### config.mk
export PLATFORM = sky130hd
export DESIGN_NAME = polynomial_text_term_parser
export DESIGN_NICKNAME = d
export VERILOG_FILES = /design/src/hw/rtl/ptp_pkg.sv /design/src/hw/rtl/polynomial_text_term_parser.sv
export SDC_FILE = /design/constraint.sdc
export NUM_CORES = 1
export LEC_CHECK = 0
export BUFFER_PORTS_ARGS = -buffer_cell sky130_fd_sc_hd__buf_2
export CAP_MARGIN = 20
export CORE_ASPECT_RATIO = 1.25
export CORE_MARGIN = 8
export CORE_UTILIZATION = 24
export DETAILED_ROUTE_END_ITERATION = 7
export PLACE_DENSITY = 0.38
export SLEW_MARGIN = 20
export SYNTH_ARGS = -nofsm -noshare
export SYNTH_HDL_FRONTEND = slang
export SYNTH_SLANG_ARGS = --single-unit
### constraint.sdc
create_clock -name clk -period 5.77 [get_ports clk]
set_clock_uncertainty 0.2 [all_clocks]
set_input_delay 0.2885 -clock clk [delete_from_list [all_inputs] [get_ports clk]]
set_output_delay 0.2885 -clock clk [all_outputs]
set_load 0.005 [all_outputs]
### src/hw/rtl/ptp_pkg.sv
// ----------------------------------------------------------------------------
// Polynomial term parser package
// Shared widths, character codes and transaction payload types.
// ----------------------------------------------------------------------------
`default_nettype none

package ptp_pkg;

  localparam int COEF_WIDTH = 63;
  localparam int DEG_WIDTH  = 32;

  localparam logic [7:0] CH_X     = 8'h78;
  localparam logic [7:0] CH_CARET = 8'h5E;
  localparam logic [7:0] CH_STAR  = 8'h2A;
  localparam logic [7:0] CH_ZERO  = 8'h30;
  localparam logic [7:0] CH_NINE  = 8'h39;
  localparam logic [7:0] CH_SPACE = 8'h20;

  typedef struct packed {
    logic [7:0] character;
    logic       line_end;
  } ptp_in_t;

  typedef struct packed {
    logic [COEF_WIDTH-1:0] coefficient;
    logic [DEG_WIDTH-1:0]  degree;
    logic                  final_term;
  } ptp_out_t;

endpackage

`default_nettype wire

### src/hw/rtl/polynomial_text_term_parser.sv
// ----------------------------------------------------------------------------
// Polynomial term parser
// Parses a*x^n terms from a character stream and emits one term per separator.
// ----------------------------------------------------------------------------
// Path: a result is written to the output register after its closing character is
// accepted (input register, then result register); a stalled output can hold it back.
// Throughput: one character per cycle unless a result is held back by out_stall.
// Reset: synchronous, active low; clears the valid bits of both registers and the parse state.
`default_nettype none

module polynomial_text_term_parser (
  input  wire logic             clk,
  input  wire logic             rst_n,
  input  wire logic             in_valid,
  output logic                  in_stall,
  input  wire ptp_pkg::ptp_in_t in_data,
  output logic                  out_valid,
  input  wire logic             out_stall,
  output ptp_pkg::ptp_out_t     out_data
);

  localparam int CW = ptp_pkg::COEF_WIDTH;
  localparam int DW = ptp_pkg::DEG_WIDTH;

  localparam logic [2:0] PH_LEAD   = 3'd0;
  localparam logic [2:0] PH_COEF   = 3'd1;
  localparam logic [2:0] PH_XSLOT  = 3'd2;
  localparam logic [2:0] PH_AFTERX = 3'd3;
  localparam logic [2:0] PH_DEGD   = 3'd4;
  localparam logic [2:0] PH_TRAIL  = 3'd5;

  logic             s1_valid_r;
  ptp_pkg::ptp_in_t s1_data_r;
  logic [2:0]       phase_r, phase_nxt;
  logic [CW-1:0]    coef_r, coef_nxt;
  logic [DW-1:0]    deg_r, deg_nxt;
  logic             open_r, open_nxt;
  logic             out_valid_r;
  ptp_pkg::ptp_out_t out_data_r;

  logic             close;
  logic             emit;
  logic             is_digit;
  logic [3:0]       digit;
  logic [CW+3:0]    coef_wide;
  logic [DW+3:0]    deg_wide;
  logic [CW-1:0]    coef_push;
  logic [DW-1:0]    deg_push;
  logic [7:0]       ch;
  logic             out_free;
  logic             s1_adv;

  assign ch       = s1_data_r.character;
  assign is_digit = (ch >= ptp_pkg::CH_ZERO) && (ch <= ptp_pkg::CH_NINE);
  assign digit    = ch[3:0];

  // Multiply by ten as two shifts and an add; any carry out saturates.
  assign coef_wide = ({4'b0, coef_r} << 3) + ({4'b0, coef_r} << 1) + {{CW{1'b0}}, digit};
  assign deg_wide  = ({4'b0, deg_r} << 3) + ({4'b0, deg_r} << 1) + {{DW{1'b0}}, digit};
  assign coef_push = (coef_wide[CW+3:CW] != 4'd0) ? {CW{1'b1}} : coef_wide[CW-1:0];
  assign deg_push  = (deg_wide[DW+3:DW] != 4'd0) ? {DW{1'b1}} : deg_wide[DW-1:0];

  always_comb begin
    phase_nxt = phase_r;
    coef_nxt  = coef_r;
    deg_nxt   = deg_r;
    open_nxt  = open_r;
    close     = 1'b0;
    unique case (phase_r)
      PH_COEF: begin
        if (is_digit) begin
          coef_nxt = coef_push;
        end else if (ch == ptp_pkg::CH_STAR) begin
          deg_nxt   = {{(DW-1){1'b0}}, 1'b1};
          phase_nxt = PH_XSLOT;
        end else if (ch == ptp_pkg::CH_SPACE) begin
          phase_nxt = PH_TRAIL;
        end else begin
          close = 1'b1;
        end
      end
      PH_XSLOT: begin
        phase_nxt = PH_AFTERX;
      end
      PH_AFTERX: begin
        if (ch == ptp_pkg::CH_CARET) begin
          deg_nxt   = '0;
          phase_nxt = PH_DEGD;
        end else if (ch == ptp_pkg::CH_SPACE) begin
          phase_nxt = PH_TRAIL;
        end else begin
          close = 1'b1;
        end
      end
      PH_DEGD: begin
        if (is_digit) begin
          deg_nxt = deg_push;
        end else if (ch == ptp_pkg::CH_SPACE) begin
          phase_nxt = PH_TRAIL;
        end else begin
          close = 1'b1;
        end
      end
      PH_TRAIL: begin
        close = (ch != ptp_pkg::CH_SPACE);
      end
      default: begin
        if (ch != ptp_pkg::CH_SPACE) begin
          open_nxt = 1'b1;
          if (is_digit) begin
            coef_nxt  = {{(CW-4){1'b0}}, digit};
            deg_nxt   = '0;
            phase_nxt = PH_COEF;
          end else if (ch == ptp_pkg::CH_X) begin
            coef_nxt  = {{(CW-1){1'b0}}, 1'b1};
            deg_nxt   = {{(DW-1){1'b0}}, 1'b1};
            phase_nxt = PH_AFTERX;
          end else if (ch == ptp_pkg::CH_STAR) begin
            coef_nxt  = '0;
            deg_nxt   = {{(DW-1){1'b0}}, 1'b1};
            phase_nxt = PH_XSLOT;
          end else begin
            coef_nxt = '0;
            deg_nxt  = '0;
            close    = 1'b1;
          end
        end
      end
    endcase
  end

  assign emit     = close || (s1_data_r.line_end && open_nxt);
  assign out_free = !out_valid_r || !out_stall;
  assign s1_adv   = s1_valid_r && (out_free || !emit);
  assign in_stall = s1_valid_r && !s1_adv;

  always_ff @(posedge clk) begin
    if (!rst_n) begin
      s1_valid_r <= 1'b0;
    end else if (!in_stall) begin
      s1_valid_r <= in_valid;
    end
  end

  always_ff @(posedge clk) begin
    if (in_valid && !in_stall) begin
      s1_data_r <= in_data;
    end
  end

  always_ff @(posedge clk) begin
    if (!rst_n) begin
      phase_r <= PH_LEAD;
      coef_r  <= '0;
      deg_r   <= '0;
      open_r  <= 1'b0;
    end else if (s1_adv) begin
      if (emit || s1_data_r.line_end) begin
        phase_r <= PH_LEAD;
        coef_r  <= '0;
        deg_r   <= '0;
        open_r  <= 1'b0;
      end else begin
        phase_r <= phase_nxt;
        coef_r  <= coef_nxt;
        deg_r   <= deg_nxt;
        open_r  <= open_nxt;
      end
    end
  end

  always_ff @(posedge clk) begin
    if (!rst_n) begin
      out_valid_r <= 1'b0;
    end else if (s1_adv && emit) begin
      out_valid_r <= 1'b1;
    end else if (!out_stall) begin
      out_valid_r <= 1'b0;
    end
  end

  always_ff @(posedge clk) begin
    if (s1_adv && emit) begin
      out_data_r.coefficient <= coef_nxt;
      out_data_r.degree      <= deg_nxt;
      out_data_r.final_term  <= s1_data_r.line_end;
    end
  end

  assign out_valid = out_valid_r;
  assign out_data  = out_data_r;

endmodule

`default_nettype wire

# After elaboration in Yosys (flattened, before gate mapping)
# Cells that the tools add are included.
# W data, S select, Z words.
op_classes:
  n_eq_ne: 14
  n_mux: 44
  reduce_logical: 23
  addsub: 4
  n_lt_le_gt_ge: 2
op_table:
  columns: ["cell", "count"]
  rows:
  - ["$mux W63", 4]
  - ["$mux W32", 7]
  - ["$pmux W32 S4", 1]
  - ["$pmux W63 S2", 1]
  - ["$add A66 B64 Y67", 1]
  - ["$add A67 B4 Y67", 1]
  - ["$add A35 B33 Y36", 1]
  - ["$add A36 B4 Y36", 1]
  - ["$mux W3", 10]
  - ["$mux W1", 18]
  - ["$eq A8 B6 Y1 const B", 2]
  - ["$eq A8 B7 Y1 const B", 2]
  - ["$pmux W3 S5", 1]
  - ["$ge A8 B6 Y1 const B", 1]
  - ["$le A8 B6 Y1 const B", 1]
  - ["$ne A8 B6 Y1 const B", 1]
  - ["$reduce_bool A4 Y1", 2]
  - ["$reduce_bool A8 Y1", 1]
  - ["$eq A3 B2 Y1 const B", 2]
  - ["$eq A3 B3 Y1 const B", 2]
  - ["$logic_and A1 B1 Y1", 6]
  - ["$ne A3 B3 Y1 const B", 2]
  - ["$reduce_and A6 Y1", 1]
  - ["$reduce_bool A6 Y1", 1]
  - ["10 further kinds", 17]
word_totals:
  wordCells: 98
  output_inout_bits: 98
  regBits: 206

# Depth between registers and ports, before layout
logic_depth:
  ltp_word: 14
  depth_mapped: 16
  depth_no_buf: 14

# Worst setup path after synthesis
# No wires, ideal clock.
synth_timing:
  kind: "reg2reg"
  from: "reg phase_r[0]"
  to: "reg out_data_r (netlist bit out_data[0]) (enable)"
  setup_ps: 466
  path_slack_ps: 1596
  t_required_ps: 5104
  period_less_slack_ps: 4174
  arrival_ps: 3507
  stages_incl_launch_ff: 8
  path_cell_list: "dfxtp_1 buf_2 nor2_1 a21boi_0 nor2_1 o21ai_0 o211ai_2 and3_1"
synth_between:
  elab_chain_cells: 9
  word_cells_on_any_way: 14
synth_lines:
  columns: ["element", "line_no", "text"]
  rows:
  - ["start: declaration", "polynomial_text_term_parser.sv:34", "logic [2:0] phase_r, phase_nxt;"]
  - ["start signal: assignment", "polynomial_text_term_parser.sv:164", "phase_r <= phase_nxt;"]
  - ["$eq A3 B3 Y1 (tied with other cells)", "polynomial_text_term_parser.sv:69", "unique case (phase_r)"]
  - ["$reduce_or A5 Y1 (no line)", null, null]
  - ["$mux W1", "polynomial_text_term_parser.sv:69", null]
  - ["$logic_and A1 B1 Y1", "polynomial_text_term_parser.sv:132", "assign emit = close || (s1_data_r.line_end && open_nxt);"]
  - ["$logic_or A1 B1 Y1 (*)", "polynomial_text_term_parser.sv:132", null]
  - ["$logic_not A1 Y1", "polynomial_text_term_parser.sv:134", "assign s1_adv = s1_valid_r && (out_free || !emit);"]
  - ["$logic_or A1 B1 Y1", "polynomial_text_term_parser.sv:134", null]
  - ["$logic_and A1 B1 Y1", "polynomial_text_term_parser.sv:134", null]
  - ["$logic_and A1 B1 Y1 (*)", "polynomial_text_term_parser.sv:183", "if (s1_adv && emit) begin"]
  - ["end: declaration", "polynomial_text_term_parser.sv:39", "ptp_pkg::ptp_out_t out_data_r;"]
# Every way passes the cells marked *; elsewhere a longest branch is shown, timed or not.
# A chain may end at the register's enable or synchronous reset.

# Worst setup path in the final report
layout_timing:
  from: "reg deg_r[0]"
  to: "reg out_data_r (netlist bit out_data[9]), data pin"
layout_between:
  elab_chain_cells: 6
layout_lines:
  columns: ["element", "line_no", "text"]
  rows:
  - ["start: declaration", "polynomial_text_term_parser.sv:36", "logic [DW-1:0] deg_r, deg_nxt;"]
  - ["start signal: assignment", "polynomial_text_term_parser.sv:166", "deg_r <= deg_nxt;"]
  - ["$add A35 B33 Y36 (*)", "polynomial_text_term_parser.sv:59", "assign deg_wide = ({4'b0, deg_r} << 3) + ({4'b0, deg_r} << 1) + {{DW{1'b0}}, digit};"]
  - ["$add A36 B4 Y36 (*)", "polynomial_text_term_parser.sv:59", null]
  - ["$reduce_bool A4 Y1", "polynomial_text_term_parser.sv:61", "assign deg_push = (deg_wide[DW+3:DW] != 4'd0) ? {DW{1'b1}} : deg_wide[DW-1:0];"]
  - ["$mux W32 (*)", "polynomial_text_term_parser.sv:61", null]
  - ["$mux W32 (*)", "polynomial_text_term_parser.sv:96", "if (is_digit) begin"]
  - ["$pmux W32 S4 (*)", "polynomial_text_term_parser.sv:69", null]
  - ["via deg_nxt[8]", "polynomial_text_term_parser.sv:36", null]
# Mark *: on every way through the listed nets, which the timed path passes. The rest lies on a longest branch.

==> impl_metrics.env <==
export IMPL_cts_sinks=206
export IMPL_worst_skew_pair_late_latency_ns=0.58
export IMPL_synth_edf_count=105
export IMPL_ys_types=83
export IMPL_place_inst=2706
export IMPL_clk_pin_slew_ns=0.06
export IMPL_rows=103
export IMPL_layout_cells_non_filler=2771
export IMPL_post_synth_main_area_contributors="edfxtp_1 (21%), ha_1 (15%), dfxtp_1 (13%), o21ai_0 (7.5%), nand2_1 (7.3%)"
export IMPL_slowest_stage="or3_1"
export IMPL_ctsResizeCount=0
export IMPL_place_ws_ns=0.788
export IMPL_synthFlopType="edfxtp_1"
export IMPL_setup_viol=0
export IMPL_final_cell_mix="nand2_1 (297), o21ai_0 (230), ha_1 (188)"
export IMPL_htree_levels=1
export IMPL_synth_warnings=0
export IMPL_final_util=0.280
export IMPL_die_y_um=299
export IMPL_status="complete, no violations"
export IMPL_period_needed_ns=4.89
export IMPL_endpoint_kind="register"
export IMPL_grt_setup_unrepaired="no"
export IMPL_worstPathRequired_ns=5.85
export IMPL_hp_class="primary input to register"
export IMPL_io_pins=111
export IMPL_wire_per_inst_um=19.2
export IMPL_multi_input_comb_area_mm2=0.00961
export IMPL_viasPerCell=4.92
export IMPL_dr_pass1_iters=5
export IMPL_dpl_hpwl_mm=40.1
export IMPL_hold_slack_ns=0.224
export IMPL_core_area_mm2=0.0633
export IMPL_cts_tree="done"
export IMPL_synth_top_area_cell="edfxtp_1"
export IMPL_antenna_found_initial=0
export IMPL_drc=0
export IMPL_vias=13600
export IMPL_worst_slack_ns=0.879
export IMPL_grtUsageTotal=0.143
export IMPL_root_buffer="clkbuf_16"
export IMPL_synth_compound_area_frac=0.234
export IMPL_syn_to_final_growth_pct=15.4
export IMPL_worst_path_most_repeated_cell="fa_1"
export IMPL_die_w_um=242
export IMPL_clkPwrFrac=0.506
export IMPL_synthSimpleGateAreaFrac=0.183
export IMPL_slew_headroom=0.288
export IMPL_ys_ff_latch=206
export IMPL_clock_path_buffers=3
export IMPL_cts_buffers_inserted=27
export IMPL_tightest_slew_ns=1.06
export IMPL_synthAdderAreaFrac=0.158
export IMPL_initial_core_util=0.243
export IMPL_synth_area_mm2=0.0154
export IMPL_cap_violations=0
export IMPL_grt_pass1_wl_mm=83.3
export IMPL_antennaDiodeCount=0
export IMPL_slew_viol_final=0
export IMPL_switchingPower_mw=0.814
export IMPL_n_fill_cell=6847
export IMPL_drive_above_1_share=0.103
export IMPL_drtIter0Drc=612
export IMPL_layout_cells_most_common="nand2_1"
export IMPL_final_hold_violation_count=0
export IMPL_cts_hold_buf=14
export IMPL_p_per_area_mw_per_mm2=195
export IMPL_tns_ns=0
export IMPL_path_cells="fa_1 > inv_1 > fa_1 > nor2b_1 > o31a_1 > o21a_1 > nor3b_2 > o31ai_2 > a221oi_2 > xnor2_1 > or3_1 > buf_4 > a21oi_1 > o21ai_0"
export IMPL_path_class="register to register"
export IMPL_combPwrFrac=0.035
export IMPL_syn_num_nets=2049
export IMPL_synthXorXnorAreaFrac=0.0485
export IMPL_async_flop_share=0
export IMPL_critPathArrivalTime_ns=4.97
export IMPL_seq_power_share=0.459
export IMPL_cpPeakStageDelay_ns=0.72
export IMPL_p_sw_frac=0.235
export IMPL_internal_power_mw=2.65
export IMPL_ant_nets=0
export IMPL_synth_avg_cell_area_um2=8.33
export IMPL_cts_setup_buffers=0
export IMPL_worstPathMaxFanout=21
export IMPL_yosys_mux_area_fraction=0.00139
export IMPL_p_leak_nw=7.32
export IMPL_synth_top_family_by_area="compound AO/OA/AOI/OAI gates"
export IMPL_place_gp_congestion=0.864
export IMPL_fmax_ghz=0.204
export IMPL_grt_max_degree=61
export IMPL_peakVddDrop_v=0.000184
export IMPL_grt_pass1_vias=14200
export IMPL_ys_seq_area_frac=0.337
export IMPL_synth_top_area_share=0.205
export IMPL_regArea_mm2=0.00517
export IMPL_netlist_instances=1844
export IMPL_overflow=0
export IMPL_finalWirelength_mm=53.2
export IMPL_fp_dieArea_mm2=0.0724
export IMPL_final_nets=2115
export IMPL_io_buffers=110
export IMPL_crit_path_start_kind="register"
export IMPL_min_period_over_period=0.848
power by group through the flow:
stage               clock network, mW  registers (mW)  logic, mW
floorplan                           0            1.62     0.0467
finish                           1.75            1.59      0.121
detailed placement                  0            1.62      0.118
global placement                    0            1.62      0.118
CTS                              1.83            1.59      0.126
global route                     1.88            1.59      0.136
cell usage after synthesis (14+ instances only):
cell type and count:
a21o_1 31, a21oi_1 137, a22o_1 19, buf_2 17
clkbuf_1 77, dfxtp_1 101, edfxtp_1 105, ha_1 188
inv_1 28, nand2_1 298, nand2b_1 14, nand3_1 25
nand4_1 39, nor2_1 172, nor3_1 28, o211ai_1 14
o21a_1 14, o21ai_0 230, xnor2_1 47, xor2_1 38
metal layers:
| metal | routed length [um] | vias up | global-route usage |
|---|---|---|---|
| li1 | - | 6852 | - |
| met1 | 21800 | 6510 | 0.158 |
| met2 | 28300 | 215 | 0.279 |
| met3 | 1720 | 64 | 0.0198 |
| met4 | 1320 | 0 | 0.0415 |
| met5 | 0 | - | 0 |
critical path: cells and delay by family, from the launching register on:
| kind | cells | cell delay (ns) |
|---|---|---|
| adder cells (fa/ha/maj) | 2 | 1.07 |
| AO/OA/AOI/OAI | 6 | 1.35 |
| AND/OR/NAND/NOR | 3 | 0.97 |
| buffers and inverters | 2 | 0.42 |
| flip-flops | 1 | 0.40 |
| XOR/XNOR | 1 | 0.18 |
registers in the layout, indices dropped and copies added (netlist names):
signal / flops
coef_r: 63
deg_r: 32
out_data: 96
out_valid: 1
phase_r: 3
ch: 8
s1_data_r: 1
open_r: 1
s1_valid_r: 1
final cells by class:
type / count / share of cell area
repair buffers: 143 / 0.0489
clock inverters: 17 / 0.00982
well taps: 840 / 0.0593
inverters: 28 / 0.00593
flip-flops and latches: 206 / 0.292
multi-input cells: 1504 / 0.543
clock buffers: 33 / 0.0412
stage by stage:
stage | area, um^2 | power [mW]
2_1_floorplan | 15400 | 1.67
3_3_place_gp | 16600 | 1.74
3_5_place_dp | 16600 | 1.74
4_1_cts | 17700 | 3.55
5_1_grt | 17700 | 3.61
6_report | 17700 | 3.46
cell families after synthesis:
kind of cell,Yosys count
AOI/OAI and AO/OA,584
muxes,2
DFF,206
adders and majority gates,192
buffers and inverters,134
xor gates and xnor gates,85
and+or+nand+nor,641
path summary, 6_finish.rpt:
path                            cells past startpoint  startpoint      endpoint  slack [ns]
worst min-delay path                                2  in_data[0]  s1_data_r[0]        0.22
worst max register to register                     14    deg_r[0]   out_data[9]        0.88
worst min register to register                      2      open_r        open_r        0.27
worst max-delay path                               14    deg_r[0]   out_data[9]        0.88
Note: power is estimated with default switching activity, not from simulation.
